==> config.mk <==
export PLATFORM = sky130hd
export DESIGN_NAME = config_token_lexer_validator
export DESIGN_NICKNAME = d
export VERILOG_FILES = /design/src/rtl/clv_pkg.sv /design/src/rtl/clv_lexer.sv /design/src/rtl/clv_resq.sv /design/src/rtl/config_token_lexer_validator.sv
export SDC_FILE = /design/constraint.sdc
export NUM_CORES = 1
export LEC_CHECK = 0
export BUFFER_PORTS_ARGS = -buffer_cell sky130_fd_sc_hd__clkbuf_2
export CELL_PAD_IN_SITES_DETAIL_PLACEMENT = 1
export CELL_PAD_IN_SITES_GLOBAL_PLACEMENT = 2
export CORE_MARGIN = 2
export CORE_UTILIZATION = 38
export DETAILED_ROUTE_END_ITERATION = 8
export PLACE_DENSITY = 0.86
export SYNTH_ARGS = -nofsm -noshare
export SYNTH_HDL_FRONTEND = slang
export SYNTH_SLANG_ARGS = --single-unit
export TNS_END_PERCENT = 1
==> constraint.sdc <==
create_clock -name clk -period 4.4 [get_ports clk]
set_input_delay 0.66 -clock clk [delete_from_list [all_inputs] [get_ports clk]]
set_output_delay 0.66 -clock clk [all_outputs]
set_load 0.02 [all_outputs]
==> src/rtl/clv_pkg.sv <==
// Shared types and constants for the configuration text lexer and checker.
package clv_pkg;

    localparam logic [7:0] CH_LBRACE = 8'h7B;
    localparam logic [7:0] CH_RBRACE = 8'h7D;
    localparam logic [7:0] CH_SEMI   = 8'h3B;
    localparam logic [7:0] CH_HASH   = 8'h23;
    localparam logic [7:0] CH_DQ     = 8'h22;
    localparam logic [7:0] CH_SQ     = 8'h27;
    localparam logic [7:0] CH_LF     = 8'h0A;
    localparam logic [7:0] CH_CR     = 8'h0D;
    localparam logic [7:0] CH_TAB    = 8'h09;
    localparam logic [7:0] CH_SP     = 8'h20;

    localparam logic [2:0] KIND_WORD  = 3'd0;
    localparam logic [2:0] KIND_OPEN  = 3'd1;
    localparam logic [2:0] KIND_CLOSE = 3'd2;
    localparam logic [2:0] KIND_SEMI  = 3'd3;
    localparam logic [2:0] KIND_VERD  = 3'd4;

    localparam logic [2:0] PREV_START = 3'd0;
    localparam logic [2:0] PREV_WORD  = 3'd1;
    localparam logic [2:0] PREV_OPEN  = 3'd2;
    localparam logic [2:0] PREV_CLOSE = 3'd3;
    localparam logic [2:0] PREV_SEMI  = 3'd4;

    localparam logic [2:0] VERD_OK        = 3'd0;
    localparam logic [2:0] VERD_BAD_TRANS = 3'd1;
    localparam logic [2:0] VERD_UNMATCHED = 3'd2;
    localparam logic [2:0] VERD_UNCLOSED  = 3'd3;
    localparam logic [2:0] VERD_OPEN_QUOT = 3'd4;
    localparam logic [2:0] VERD_OVERFLOW  = 3'd5;

    localparam int RESQ_DEPTH     = 4;
    localparam int RESQ_PTR_BITS  = 2;
    localparam int RESQ_CNT_BITS  = 3;

    typedef enum logic [4:0] {
        M_IDLE = 5'b00001,
        M_WORD = 5'b00010,
        M_DQ   = 5'b00100,
        M_SQ   = 5'b01000,
        M_CMT  = 5'b10000
    } lex_mode_t;

    typedef struct packed {
        logic       req_type;
        logic [7:0] text_byte;
    } item_t;

    typedef struct packed {
        logic [2:0]  token_kind;
        logic [2:0]  verdict;
        logic [7:0]  nest_depth;
        logic [31:0] start_offset;
        logic [15:0] token_length;
        logic        last_of_run;
    } result_t;

    typedef struct packed {
        logic [1:0] count;
        result_t    r0;
        result_t    r1;
    } wr_t;

endpackage

==> src/rtl/clv_lexer.sv <==
// Front end: byte lexer, grammar check and nesting depth tracking.
module clv_lexer #(
    parameter int DEPTH_BITS  = 8,
    parameter int OFFSET_BITS = 32
) (
    input  logic           clk,
    input  logic           rst_n,
    input  logic           accept,
    input  clv_pkg::item_t item,
    output clv_pkg::wr_t   wr
);

    localparam logic [DEPTH_BITS-1:0]  DEPTH_MAX = '1;
    localparam logic [OFFSET_BITS-1:0] POS_MAX   = '1;

    clv_pkg::lex_mode_t       mode_reg, mode_next;
    logic [2:0]               prev_reg, prev_next;
    logic [DEPTH_BITS-1:0]    depth_reg, depth_next;
    logic [2:0]               err_code_reg, err_code_next;
    logic                     err_seen_reg, err_seen_next;
    logic [OFFSET_BITS-1:0]   pos_reg, pos_next;
    logic [OFFSET_BITS-1:0]   tstart_reg, tstart_next;
    logic [15:0]              tlen_reg, tlen_next;

    function automatic logic [2:0] gram_code(logic [2:0] kind, logic [2:0] prev,
                                             logic [DEPTH_BITS-1:0] dep);
        logic [2:0] code;
        code = clv_pkg::VERD_OK;
        unique case (kind)
            clv_pkg::KIND_SEMI:
                if (prev != clv_pkg::PREV_WORD) code = clv_pkg::VERD_BAD_TRANS;
            clv_pkg::KIND_OPEN:
                if (prev != clv_pkg::PREV_WORD) code = clv_pkg::VERD_BAD_TRANS;
                else if (dep == DEPTH_MAX) code = clv_pkg::VERD_OVERFLOW;
            clv_pkg::KIND_CLOSE:
                if (!(prev inside {clv_pkg::PREV_SEMI, clv_pkg::PREV_CLOSE,
                                   clv_pkg::PREV_OPEN}))
                    code = clv_pkg::VERD_BAD_TRANS;
                else if (dep == '0) code = clv_pkg::VERD_UNMATCHED;
            default:
                code = clv_pkg::VERD_OK;
        endcase
        return code;
    endfunction

    function automatic logic [DEPTH_BITS-1:0] gram_depth(logic [2:0] kind,
                                                         logic [2:0] code,
                                                         logic [DEPTH_BITS-1:0] dep);
        logic [DEPTH_BITS-1:0] d;
        d = dep;
        if (code == clv_pkg::VERD_OK) begin
            if (kind == clv_pkg::KIND_OPEN) d = dep + 1'b1;
            else if (kind == clv_pkg::KIND_CLOSE) d = dep - 1'b1;
        end
        return d;
    endfunction

    function automatic logic [7:0] depth_out(logic [DEPTH_BITS-1:0] dep);
        logic [7:0] v;
        if (dep > DEPTH_BITS'(255)) v = 8'hFF;
        else v = 8'(dep);
        return v;
    endfunction

    function automatic logic [31:0] offset_out(logic [OFFSET_BITS-1:0] p);
        logic [31:0] v;
        if (p > OFFSET_BITS'(32'hFFFF_FFFF)) v = 32'hFFFF_FFFF;
        else v = 32'(p);
        return v;
    endfunction

    always_comb
    begin
        logic [7:0]            c;
        logic                  is_ws, is_open, is_close, is_semi, is_punct;
        logic                  is_text, is_eof, do_idle, quote_err;
        logic                  w_emit, p_emit;
        logic [2:0]            w_code, p_code, p_kind, pk, ec, verd;
        logic [DEPTH_BITS-1:0] dep;
        logic                  es;
        logic [15:0]           tl_inc, w_len;
        logic [OFFSET_BITS-1:0] w_start;
        clv_pkg::result_t      r_w, r_p;

        c        = item.text_byte;
        is_ws    = (c == clv_pkg::CH_SP) || (c == clv_pkg::CH_TAB) ||
                   (c == clv_pkg::CH_LF) || (c == clv_pkg::CH_CR);
        is_open  = (c == clv_pkg::CH_LBRACE);
        is_close = (c == clv_pkg::CH_RBRACE);
        is_semi  = (c == clv_pkg::CH_SEMI);
        is_punct = is_open || is_close || is_semi;
        p_kind   = is_open ? clv_pkg::KIND_OPEN :
                   is_close ? clv_pkg::KIND_CLOSE : clv_pkg::KIND_SEMI;

        is_text   = accept && !item.req_type && !err_seen_reg;
        is_eof    = accept && item.req_type;
        do_idle   = 1'b0;
        quote_err = 1'b0;
        w_emit    = 1'b0;
        p_emit    = 1'b0;
        w_code    = clv_pkg::VERD_OK;
        p_code    = clv_pkg::VERD_OK;
        verd      = clv_pkg::VERD_OK;
        tl_inc    = (tlen_reg == 16'hFFFF) ? tlen_reg : tlen_reg + 16'd1;
        w_len     = tlen_reg;
        w_start   = tstart_reg;

        mode_next     = mode_reg;
        tstart_next   = tstart_reg;
        tlen_next     = tlen_reg;
        pos_next      = pos_reg;

        if (is_text) begin
            pos_next = (pos_reg == POS_MAX) ? pos_reg : pos_reg + 1'b1;
            unique case (mode_reg) inside
                clv_pkg::M_IDLE: do_idle = 1'b1;
                clv_pkg::M_WORD:
                    if (is_ws || is_punct) begin
                        w_emit    = 1'b1;
                        mode_next = clv_pkg::M_IDLE;
                        do_idle   = 1'b1;
                    end else begin
                        tlen_next = tl_inc;
                    end
                clv_pkg::M_DQ, clv_pkg::M_SQ:
                begin
                    tlen_next = tl_inc;
                    if ((mode_reg == clv_pkg::M_DQ && c == clv_pkg::CH_DQ) ||
                        (mode_reg == clv_pkg::M_SQ && c == clv_pkg::CH_SQ)) begin
                        mode_next = clv_pkg::M_IDLE;
                        w_emit    = 1'b1;
                        w_len     = tl_inc;
                    end
                end
                clv_pkg::M_CMT:
                    if (c == clv_pkg::CH_LF || c == clv_pkg::CH_CR)
                        mode_next = clv_pkg::M_IDLE;
                default: mode_next = mode_reg;
            endcase
        end else if (is_eof && !err_seen_reg) begin
            if (mode_reg == clv_pkg::M_DQ || mode_reg == clv_pkg::M_SQ) quote_err = 1'b1;
            else if (mode_reg == clv_pkg::M_WORD) w_emit = 1'b1;
        end

        pk  = prev_reg;
        dep = depth_reg;
        es  = err_seen_reg;
        ec  = err_code_reg;

        if (w_emit) begin
            w_code = gram_code(clv_pkg::KIND_WORD, pk, dep);
            dep    = gram_depth(clv_pkg::KIND_WORD, w_code, dep);
            if (w_code == clv_pkg::VERD_OK) pk = clv_pkg::PREV_WORD;
            else begin
                es = 1'b1;
                ec = w_code;
            end
        end
        r_w.token_kind   = clv_pkg::KIND_WORD;
        r_w.verdict      = w_code;
        r_w.nest_depth   = depth_out(dep);
        r_w.start_offset = offset_out(w_start);
        r_w.token_length = w_len;
        r_w.last_of_run  = 1'b0;

        if (do_idle && !es) begin
            if (is_punct) begin
                p_emit = 1'b1;
                p_code = gram_code(p_kind, pk, dep);
                dep    = gram_depth(p_kind, p_code, dep);
                if (p_code == clv_pkg::VERD_OK) pk = 3'(p_kind + 3'd1);
                else begin
                    es = 1'b1;
                    ec = p_code;
                end
            end else if (c == clv_pkg::CH_HASH) begin
                mode_next = clv_pkg::M_CMT;
            end else if (!is_ws) begin
                mode_next   = (c == clv_pkg::CH_DQ) ? clv_pkg::M_DQ :
                              (c == clv_pkg::CH_SQ) ? clv_pkg::M_SQ : clv_pkg::M_WORD;
                tstart_next = pos_reg;
                tlen_next   = 16'd1;
            end
        end

        if (is_eof) begin
            p_emit = 1'b1;
            if (quote_err) begin
                es = 1'b1;
                ec = clv_pkg::VERD_OPEN_QUOT;
            end else if (!es) begin
                if (!(pk inside {clv_pkg::PREV_SEMI, clv_pkg::PREV_CLOSE,
                                 clv_pkg::PREV_START}))
                    ec = clv_pkg::VERD_BAD_TRANS;
                else if (dep != '0) ec = clv_pkg::VERD_UNCLOSED;
                else ec = clv_pkg::VERD_OK;
                es = (ec != clv_pkg::VERD_OK);
            end
            verd = es ? ec : clv_pkg::VERD_OK;
        end

        r_p.token_kind   = is_eof ? clv_pkg::KIND_VERD : p_kind;
        r_p.verdict      = is_eof ? verd : p_code;
        r_p.nest_depth   = depth_out(dep);
        r_p.start_offset = offset_out(pos_reg);
        r_p.token_length = is_eof ? 16'd0 : 16'd1;
        r_p.last_of_run  = 1'b1;

        wr.count = {1'b0, w_emit} + {1'b0, p_emit};
        wr.r1    = r_p;
        if (w_emit && p_emit) wr.r0 = r_w;
        else if (w_emit) begin
            wr.r0             = r_w;
            wr.r0.last_of_run = 1'b1;
        end else wr.r0 = r_p;

        prev_next     = pk;
        depth_next    = dep;
        err_seen_next = es;
        err_code_next = ec;

        if (is_eof) begin
            mode_next     = clv_pkg::M_IDLE;
            prev_next     = clv_pkg::PREV_START;
            depth_next    = '0;
            err_code_next = clv_pkg::VERD_OK;
            err_seen_next = 1'b0;
            pos_next      = '0;
            tstart_next   = '0;
            tlen_next     = '0;
        end
    end

    always_ff @(posedge clk or negedge rst_n)
    begin
        if (!rst_n) begin
            mode_reg     <= clv_pkg::M_IDLE;
            prev_reg     <= clv_pkg::PREV_START;
            depth_reg    <= '0;
            err_code_reg <= clv_pkg::VERD_OK;
            err_seen_reg <= 1'b0;
            pos_reg      <= '0;
            tstart_reg   <= '0;
            tlen_reg     <= '0;
        end else begin
            mode_reg     <= mode_next;
            prev_reg     <= prev_next;
            depth_reg    <= depth_next;
            err_code_reg <= err_code_next;
            err_seen_reg <= err_seen_next;
            pos_reg      <= pos_next;
            tstart_reg   <= tstart_next;
            tlen_reg     <= tlen_next;
        end
    end

`ifndef SYNTHESIS
    a_eof_clears: assert property (@(posedge clk) disable iff (!rst_n)
        accept && item.req_type |=> mode_reg == clv_pkg::M_IDLE && depth_reg == '0 &&
                                    !err_seen_reg && pos_reg == '0)
        else $error("state not cleared after end of input");
    a_err_sticky: assert property (@(posedge clk) disable iff (!rst_n)
        err_seen_reg && !(accept && item.req_type) |=> err_seen_reg && $stable(pos_reg))
        else $error("latched error lost or position moved");
    a_pair_order: assert property (@(posedge clk) disable iff (!rst_n)
        wr.count == 2'd2 |-> wr.r0.token_kind == clv_pkg::KIND_WORD &&
                             wr.r1.token_kind != clv_pkg::KIND_WORD && wr.r1.last_of_run)
        else $error("bad order of two results from one byte");
`endif

endmodule

==> src/rtl/clv_resq.sv <==
// Back end: result queue taking up to two transfers per cycle, one out.
module clv_resq (
    input  logic             clk,
    input  logic             rst_n,
    input  clv_pkg::wr_t     wr,
    input  logic             pop,
    output clv_pkg::result_t result,
    output logic             empty,
    output logic             full
);

    clv_pkg::result_t                  slot_reg [clv_pkg::RESQ_DEPTH];
    logic [clv_pkg::RESQ_PTR_BITS-1:0] wptr_reg, wptr_next;
    logic [clv_pkg::RESQ_PTR_BITS-1:0] rptr_reg, rptr_next;
    logic [clv_pkg::RESQ_CNT_BITS-1:0] cnt_reg, cnt_next;
    logic                              pop_ok;

    assign empty  = (cnt_reg == '0);
    assign full   = (cnt_reg > clv_pkg::RESQ_CNT_BITS'(clv_pkg::RESQ_DEPTH - 2));
    assign pop_ok = pop && !empty;
    assign result = slot_reg[rptr_reg];

    assign wptr_next = wptr_reg + clv_pkg::RESQ_PTR_BITS'(wr.count);
    assign rptr_next = rptr_reg + clv_pkg::RESQ_PTR_BITS'(pop_ok);
    assign cnt_next  = cnt_reg + clv_pkg::RESQ_CNT_BITS'(wr.count)
                       - clv_pkg::RESQ_CNT_BITS'(pop_ok);

    always_ff @(posedge clk)
    begin
        if (wr.count != 2'd0) slot_reg[wptr_reg] <= wr.r0;
        if (wr.count == 2'd2) slot_reg[wptr_reg + 1'b1] <= wr.r1;
    end

    always_ff @(posedge clk or negedge rst_n)
    begin
        if (!rst_n) begin
            wptr_reg <= '0;
            rptr_reg <= '0;
            cnt_reg  <= '0;
        end else begin
            wptr_reg <= wptr_next;
            rptr_reg <= rptr_next;
            cnt_reg  <= cnt_next;
        end
    end

`ifndef SYNTHESIS
    a_no_overrun: assert property (@(posedge clk) disable iff (!rst_n)
        cnt_reg <= clv_pkg::RESQ_CNT_BITS'(clv_pkg::RESQ_DEPTH))
        else $error("result queue overrun");
    a_pop_count: assert property (@(posedge clk) disable iff (!rst_n)
        pop_ok && wr.count == 2'd0 |=> cnt_reg == $past(cnt_reg) - 1'b1)
        else $error("queue count wrong after pop");
`endif

endmodule

==> src/rtl/config_token_lexer_validator.sv <==
// Top level: configuration text lexer and syntax checker with result queue.
//
//  channel   | handshake        | payload
//  ----------+------------------+------------------------------------
//  input     | push / full      | item   (req_type, text_byte)
//  result    | pop / empty      | result (token_kind .. last_of_run)
//
//  One input transfer per cycle unless full; each byte or end-of-input item
//  is lexed and checked in the cycle it is taken and gives up to two results.
//  Results leave a four-entry queue at one per cycle, so bytes that make two
//  tokens throttle input to the output drain rate.
//  full rises when fewer than two queue entries are free.
//  Reset is asynchronous; it clears lexer state and empties the queue.
module config_token_lexer_validator #(
    parameter int DEPTH_BITS  = 8,
    parameter int OFFSET_BITS = 32
) (
    input  logic             clk,
    input  logic             rst_n,
    input  logic             push,
    output logic             full,
    input  clv_pkg::item_t   item,
    output logic             empty,
    input  logic             pop,
    output clv_pkg::result_t result
);

    logic         accept;
    clv_pkg::wr_t wr;

    assign accept = push && !full;

    clv_lexer #(
        .DEPTH_BITS  (DEPTH_BITS),
        .OFFSET_BITS (OFFSET_BITS)
    ) u_lexer (
        .clk    (clk),
        .rst_n  (rst_n),
        .accept (accept),
        .item   (item),
        .wr     (wr)
    );

    clv_resq u_resq (
        .clk    (clk),
        .rst_n  (rst_n),
        .wr     (wr),
        .pop    (pop),
        .result (result),
        .empty  (empty),
        .full   (full)
    );

endmodule
=== After elaboration in Yosys (flattened, before gate mapping) ===
Memory sizes are Yosys's and may differ from the RTL's.
Index checks and enable logic that the tools add are counted.

* Logic and storage cells: 208
* Output and inout bits: 65
* Bits in writable memories: 252
* Register bits after elaboration: 107
* Bits in latches: 0
* Bits of input ports: 13
* Bits in read-only memories: 0
* Memories kept: 1

{| class="wikitable"
|+ Memories
! memory !! words !! bits a word !! read ports !! clocked after Yosys merged registers in !! wr ports !! RTL line !! RTL
|-
| u_resq.slot_reg || 4 || 63 || 1 || 0 || 2 || clv_resq.sv:12 || <nowiki>clv_pkg::result_t slot_reg [clv_pkg::RESQ_DEPTH];</nowiki>
|}

* Bitwise gates (word level): 0
* Muxes and demuxes: 109
* Shift operators: 0
* $mul: 0
* Add/sub/neg operators: 11
* Equality and inequality tests: 32
* Reduce and logical (&&, ||, !) cells: 39
* Divide/modulo/power cells: 0
* Order comparisons: 5

{| class="wikitable"
|+ Operators by type and width
! operator !! count
|-
| 32-bit 2-to-1 mux || 10
|-
| 16-bit 2-to-1 mux || 11
|-
| 63-bit 2-to-1 mux || 2
|-
| 3-bit 2-to-1 mux || 31
|-
| 32-bit > comparator, second input constant || 2
|-
| 8-bit 2-to-1 mux || 8
|-
| 5-bit 2-to-1 mux || 10
|-
| 8-bit by 6-bit equality test with 1-bit output, second input constant || 5
|-
| 32-bit by 1-bit adder with 32-bit output, second input constant || 1
|-
| 32-bit equality test, second input constant || 1
|-
| 16-bit one-hot mux with 2 select lines || 1
|-
| 1-bit 2-to-1 mux || 29
|-
| 8-bit by 4-bit equality test with 1-bit output, second input constant || 3
|-
| 16-bit by 1-bit adder with 16-bit output, second input constant || 1
|-
| 16-bit equality test, second input constant || 1
|-
| 8-bit by 7-bit equality test with 1-bit output, second input constant || 2
|-
| 8-bit > comparator, second input constant || 2
|-
| 3-bit by 2-bit equality test with 1-bit output, second input constant || 5
|-
| 5-bit one-hot mux with 3 select lines || 1
|-
| 3-bit zero test || 4
|-
| 1-bit logical AND || 10
|-
| 1-bit logical OR || 9
|-
| 3-bit one-hot mux with 3 select lines || 1
|-
| 3-bit nonzero test || 3
|-
| other kinds (32) || 43
|}

=== Logic depth before layout (Yosys ltp) ===
* Depth after elaboration: 36
* Depth in mapped cells: 15
* Gate-level depth less buffers: 11

=== By module ===
A second synthesis with hierarchy kept.

* Cell total of the unflattened synthesis: 1503
* Area total of the unflattened synthesis: 19741.4 um2

{| class="wikitable"
|+ By module, submodules not included
! module !! sequential area each (um2) !! times used !! area each (um2) !! cells an instance
|-
| clv_resq || 7742.4 || 1 || 13062.5 || 649
|-
| clv_lexer || 2503.7 || 1 || 6665.1 || 853
|-
| config_token_lexer_validator || 0.0 || 1 || 13.8 || 1
|}

=== Worst setup path before layout ===
OpenSTA, ideal clock, no wires.

* Kind: input port to flip-flop
* Start point: input item[2] (netlist name)
* End point: memory u_resq.slot_reg[1][17] (netlist name), enable pin
* Arrival time: 4.188 ns
* Setup time: 0.401 ns
* Required time: 3.999 ns
* Setup slack: -0.190 ns
* Stages: 13
* Path through: buf_4 or4b_1 a211o_1 a311oi_1 nor3_1 inv_1 ha_1 clkbuf_1 inv_1 nor3_1 nor2_1 clkbuf_1 inv_1

{| class="wikitable"
|+ RTL lines
! item !! RTL line !! RTL
|-
| start: declaration || config_token_lexer_validator.sv:22 || <nowiki>input clv_pkg::item_t item,</nowiki>
|-
| end: declaration || clv_resq.sv:12 ||
|}

==> flow_summary.yaml <==
outcome:
  status: "finished clean"
yosys:
  yosysUniqueCellTypes: 77
  synth_area_um2: 17300
  synth_commonest_cells: "nand2_1, edfxtp_1, a22o_1"
  yosys.area.top_type_share_pct: 32.6
  synth_edf_count: 188
  syn_avg_cell_area_um2: 11.3
  synthTopCellsByArea: "edfxtp_1, dfrtp_1, mux4_2"
  yosys.area.top_type: "edfxtp_1"
  syn_nets: 1561
  synth_ff_type: "edfxtp_1"
  ys_warn_count: 0
  synth.ff_latch_count: 359
  async_reset_ff_share_pct: 29.8
  yosysMostFrequentCell: "nand2_1"
  synthCells: 1536
  seq_area_frac_synth_pct: 55.4
routing:
  drt_first_pass_iters: 4
  drt_iter0_drc: 818
  routed_wl_um: 49700
  drc_errors: 0
  via_per_inst: 5.78
  wl_per_cell_um: 22.5
  num_vias: 12800
  final_antenna_net_count: 0
clock_tree:
  htree_levels: 2
  cts.repair.resized: 0
  clk_latency_ns: 0.55
  cts-root-buf: "clkbuf_16"
  clk_path_buf_depth: 3
  cts_tree: "yes"
  cts_sinks: 359
  hold_buffers: 0
  postCtsSetupRepairBufs: 0
  cts_buffers: 40
  clk_pin_slew_ns: 0.06
global_routing:
  grt.total_usage_pct: 21.3
  grt_pass1_vias: 13500
  grt_pass1_wl_um: 78400
  grt.overflow.total: 0
  antenna_found_initial: 0
  grt_max_degree: 65
sta:
  slew_headroom_pct: 14.3
  skew_ns: 0.0211
  report.final.setup_viol: 0
  worst_slew_pin_slew_ns: 1.28
  min_period_ns: 3.83
  drv_slew: 0
  fin_crit_sh_pct: 86.9
  fmax_mhz: 261
  rsz0062_at_grt: "no"
  hold_viol_final: 0
  setup_tns_ns: 0
pwr:
  leakage_nw: 7.35
  seqPwrFrac_pct: 42.5
  power_mw: 9.75
  clock_power_share_pct: 33.6
  power.density_nw_per_um2: 490
  intPower_mw: 6.58
  switching_share_pct: 32.5
  p_sw_mw: 3.16
  ir_drop_v: 0.000319
  combPwrFrac_pct: 23.9
finish:
  drive_gt1_share_pct: 18.1
  fill_cells: 4774
  area_delta_synth_final_pct: 14.8
  largest_reg_flops: 252
  antenna_cells: 0
  multiInputGateArea_um2: 7200
  nets: 1607
  seqCellArea_um2: 9610
die:
  ioPinCount: 78
  die_x_um: 218
  rows: 78
  initial_core_util_pct: 38.4
  dieArea_um2: 47300
  fp.dieH_um: 218
  core_area_um2: 45200
worst_setup_path:
  cp-end-kind: "flip-flop"
  crit_required_ns: 4.77
  start_kind: "flip-flop"
  rr_startpoint: "u_lexer.mode_reg[3]$_DFF_PN0_"
  worstSetupPathType: "flip-flop to flip-flop"
  cp-startpoint: "u_lexer.mode_reg[3]$_DFF_PN0_"
  cp_max_fo: 38
  worstPathArrival_ns: 4.20
job:
  cap_viol_max_count: 0
place:
  place_congestion: 0.807
  dpl.hpwl_um: 31300
  port_buffers: 77
min_path:
  min_path_type: "input pin to asynchronous set/reset pin"
## per-layer routing
layer  share of wire [%]  track usage (%)
met4                 2.3             6.00
met2                  49             36.5
met1                  44             28.4
met3                 4.1             2.51
met5                   0                0
## power groups by stage
stage / Clock, mW / Sequential (mW) / Combinational [mW]
2_1_floorplan: 0 / 3.89 / 1.71
3_3_place_gp: 0 / 4.20 / 2.32
3_5_place_dp: 0 / 4.22 / 2.35
4_1_cts: 3.33 / 4.15 / 2.36
5_1_grt: 3.45 / 4.19 / 2.49
6_report: 3.27 / 4.14 / 2.33
## cell families after synthesis
family | synth area share [%]
fa+ha+maj | 0.910
buf+inv | 3.37
mux | 8.71
flops | 55.4
compound gates | 14.6
xor+xnor | 2.68
simple gates | 14.4
## area by class of cell
type	count	area share [%]
flip-flops and latches	359	48.3
clock buffers	51	5.35
clock inverters	22	1.03
inverters	23	0.453
repair buffers	133	4.88
well taps	600	3.77
multi-input cells	1025	36.2
## critical path: stages, from the launching register on
cell and delay [ns]:
dfrtp_1 0.48, nor3_1 0.46, nand2_1 0.21, a311oi_1 0.42, nor3_1 0.18, ha_1 0.25, nor2_1 0.12, nand2_1 0.12
nor2_4 0.99, buf_4 0.28, nand2_1 0.05, o21ai_0 0.09
## per-stage QoR
step	utilization [%]	cells	worst slack [ns]	area, um^2	hold WS, ns
after floorplan	-	1536	-0.114	17300	0.364
after global placement	41.2	2140	0.217	18600	0.429
after detailed placement	41.2	2140	0.161	18600	0.443
after CTS	44.0	2213	0.612	19900	0.177
after global routing	44.0	2213	0.214	19900	0.196
final	44.0	2213	0.574	19900	0.161
## final timing paths
path	depth (start not counted)	slack [ns]	end
setup / recovery	11	0.57	u_resq.slot_reg[1][52]$_DFFE_PP_
hold / removal	1	0.16	u_lexer.mode_reg[4]$_DFF_PN0_
setup reg to reg	11	0.57	u_resq.slot_reg[1][52]$_DFFE_PP_
hold reg to reg	2	0.45	u_resq.slot_reg[0][15]$_SDFFE_PP0P_
max in group asynchronous	2	3.38	u_lexer.tstart_reg[12]$_DFFE_PN0P_
min in group clk	2	0.45	u_resq.slot_reg[0][15]$_SDFFE_PP0P_
## cell usage in the layout, fill, tap and decap left out, types with 5 or more instances in the layout
cell,instances
a21oi_1,31
a22o_1,136
a31oi_1,5
and2_1,23
and3_1,9
and4_1,7
buf_12,13
buf_4,44
clkbuf_1,10
clkbuf_16,41
clkbuf_2,76
clkinv_1,8
clkinvlp_4,5
dfrtp_1,104
dfxtp_1,64
edfxtp_1,188
ha_1,11
inv_1,19
mux2i_1,8
mux4_2,63
nand2_1,217
nand3_1,33
nand3b_1,7
nand4_1,19
nor2_1,113
nor2_2,5
nor2b_1,9
nor3_1,26
nor4_1,6
o211ai_1,7
o21a_1,5
o21ai_0,128
or2_2,7
or3_1,13
xnor2_1,21
xor2_1,32
No activity file was read; power rests on OpenSTA's default activity.
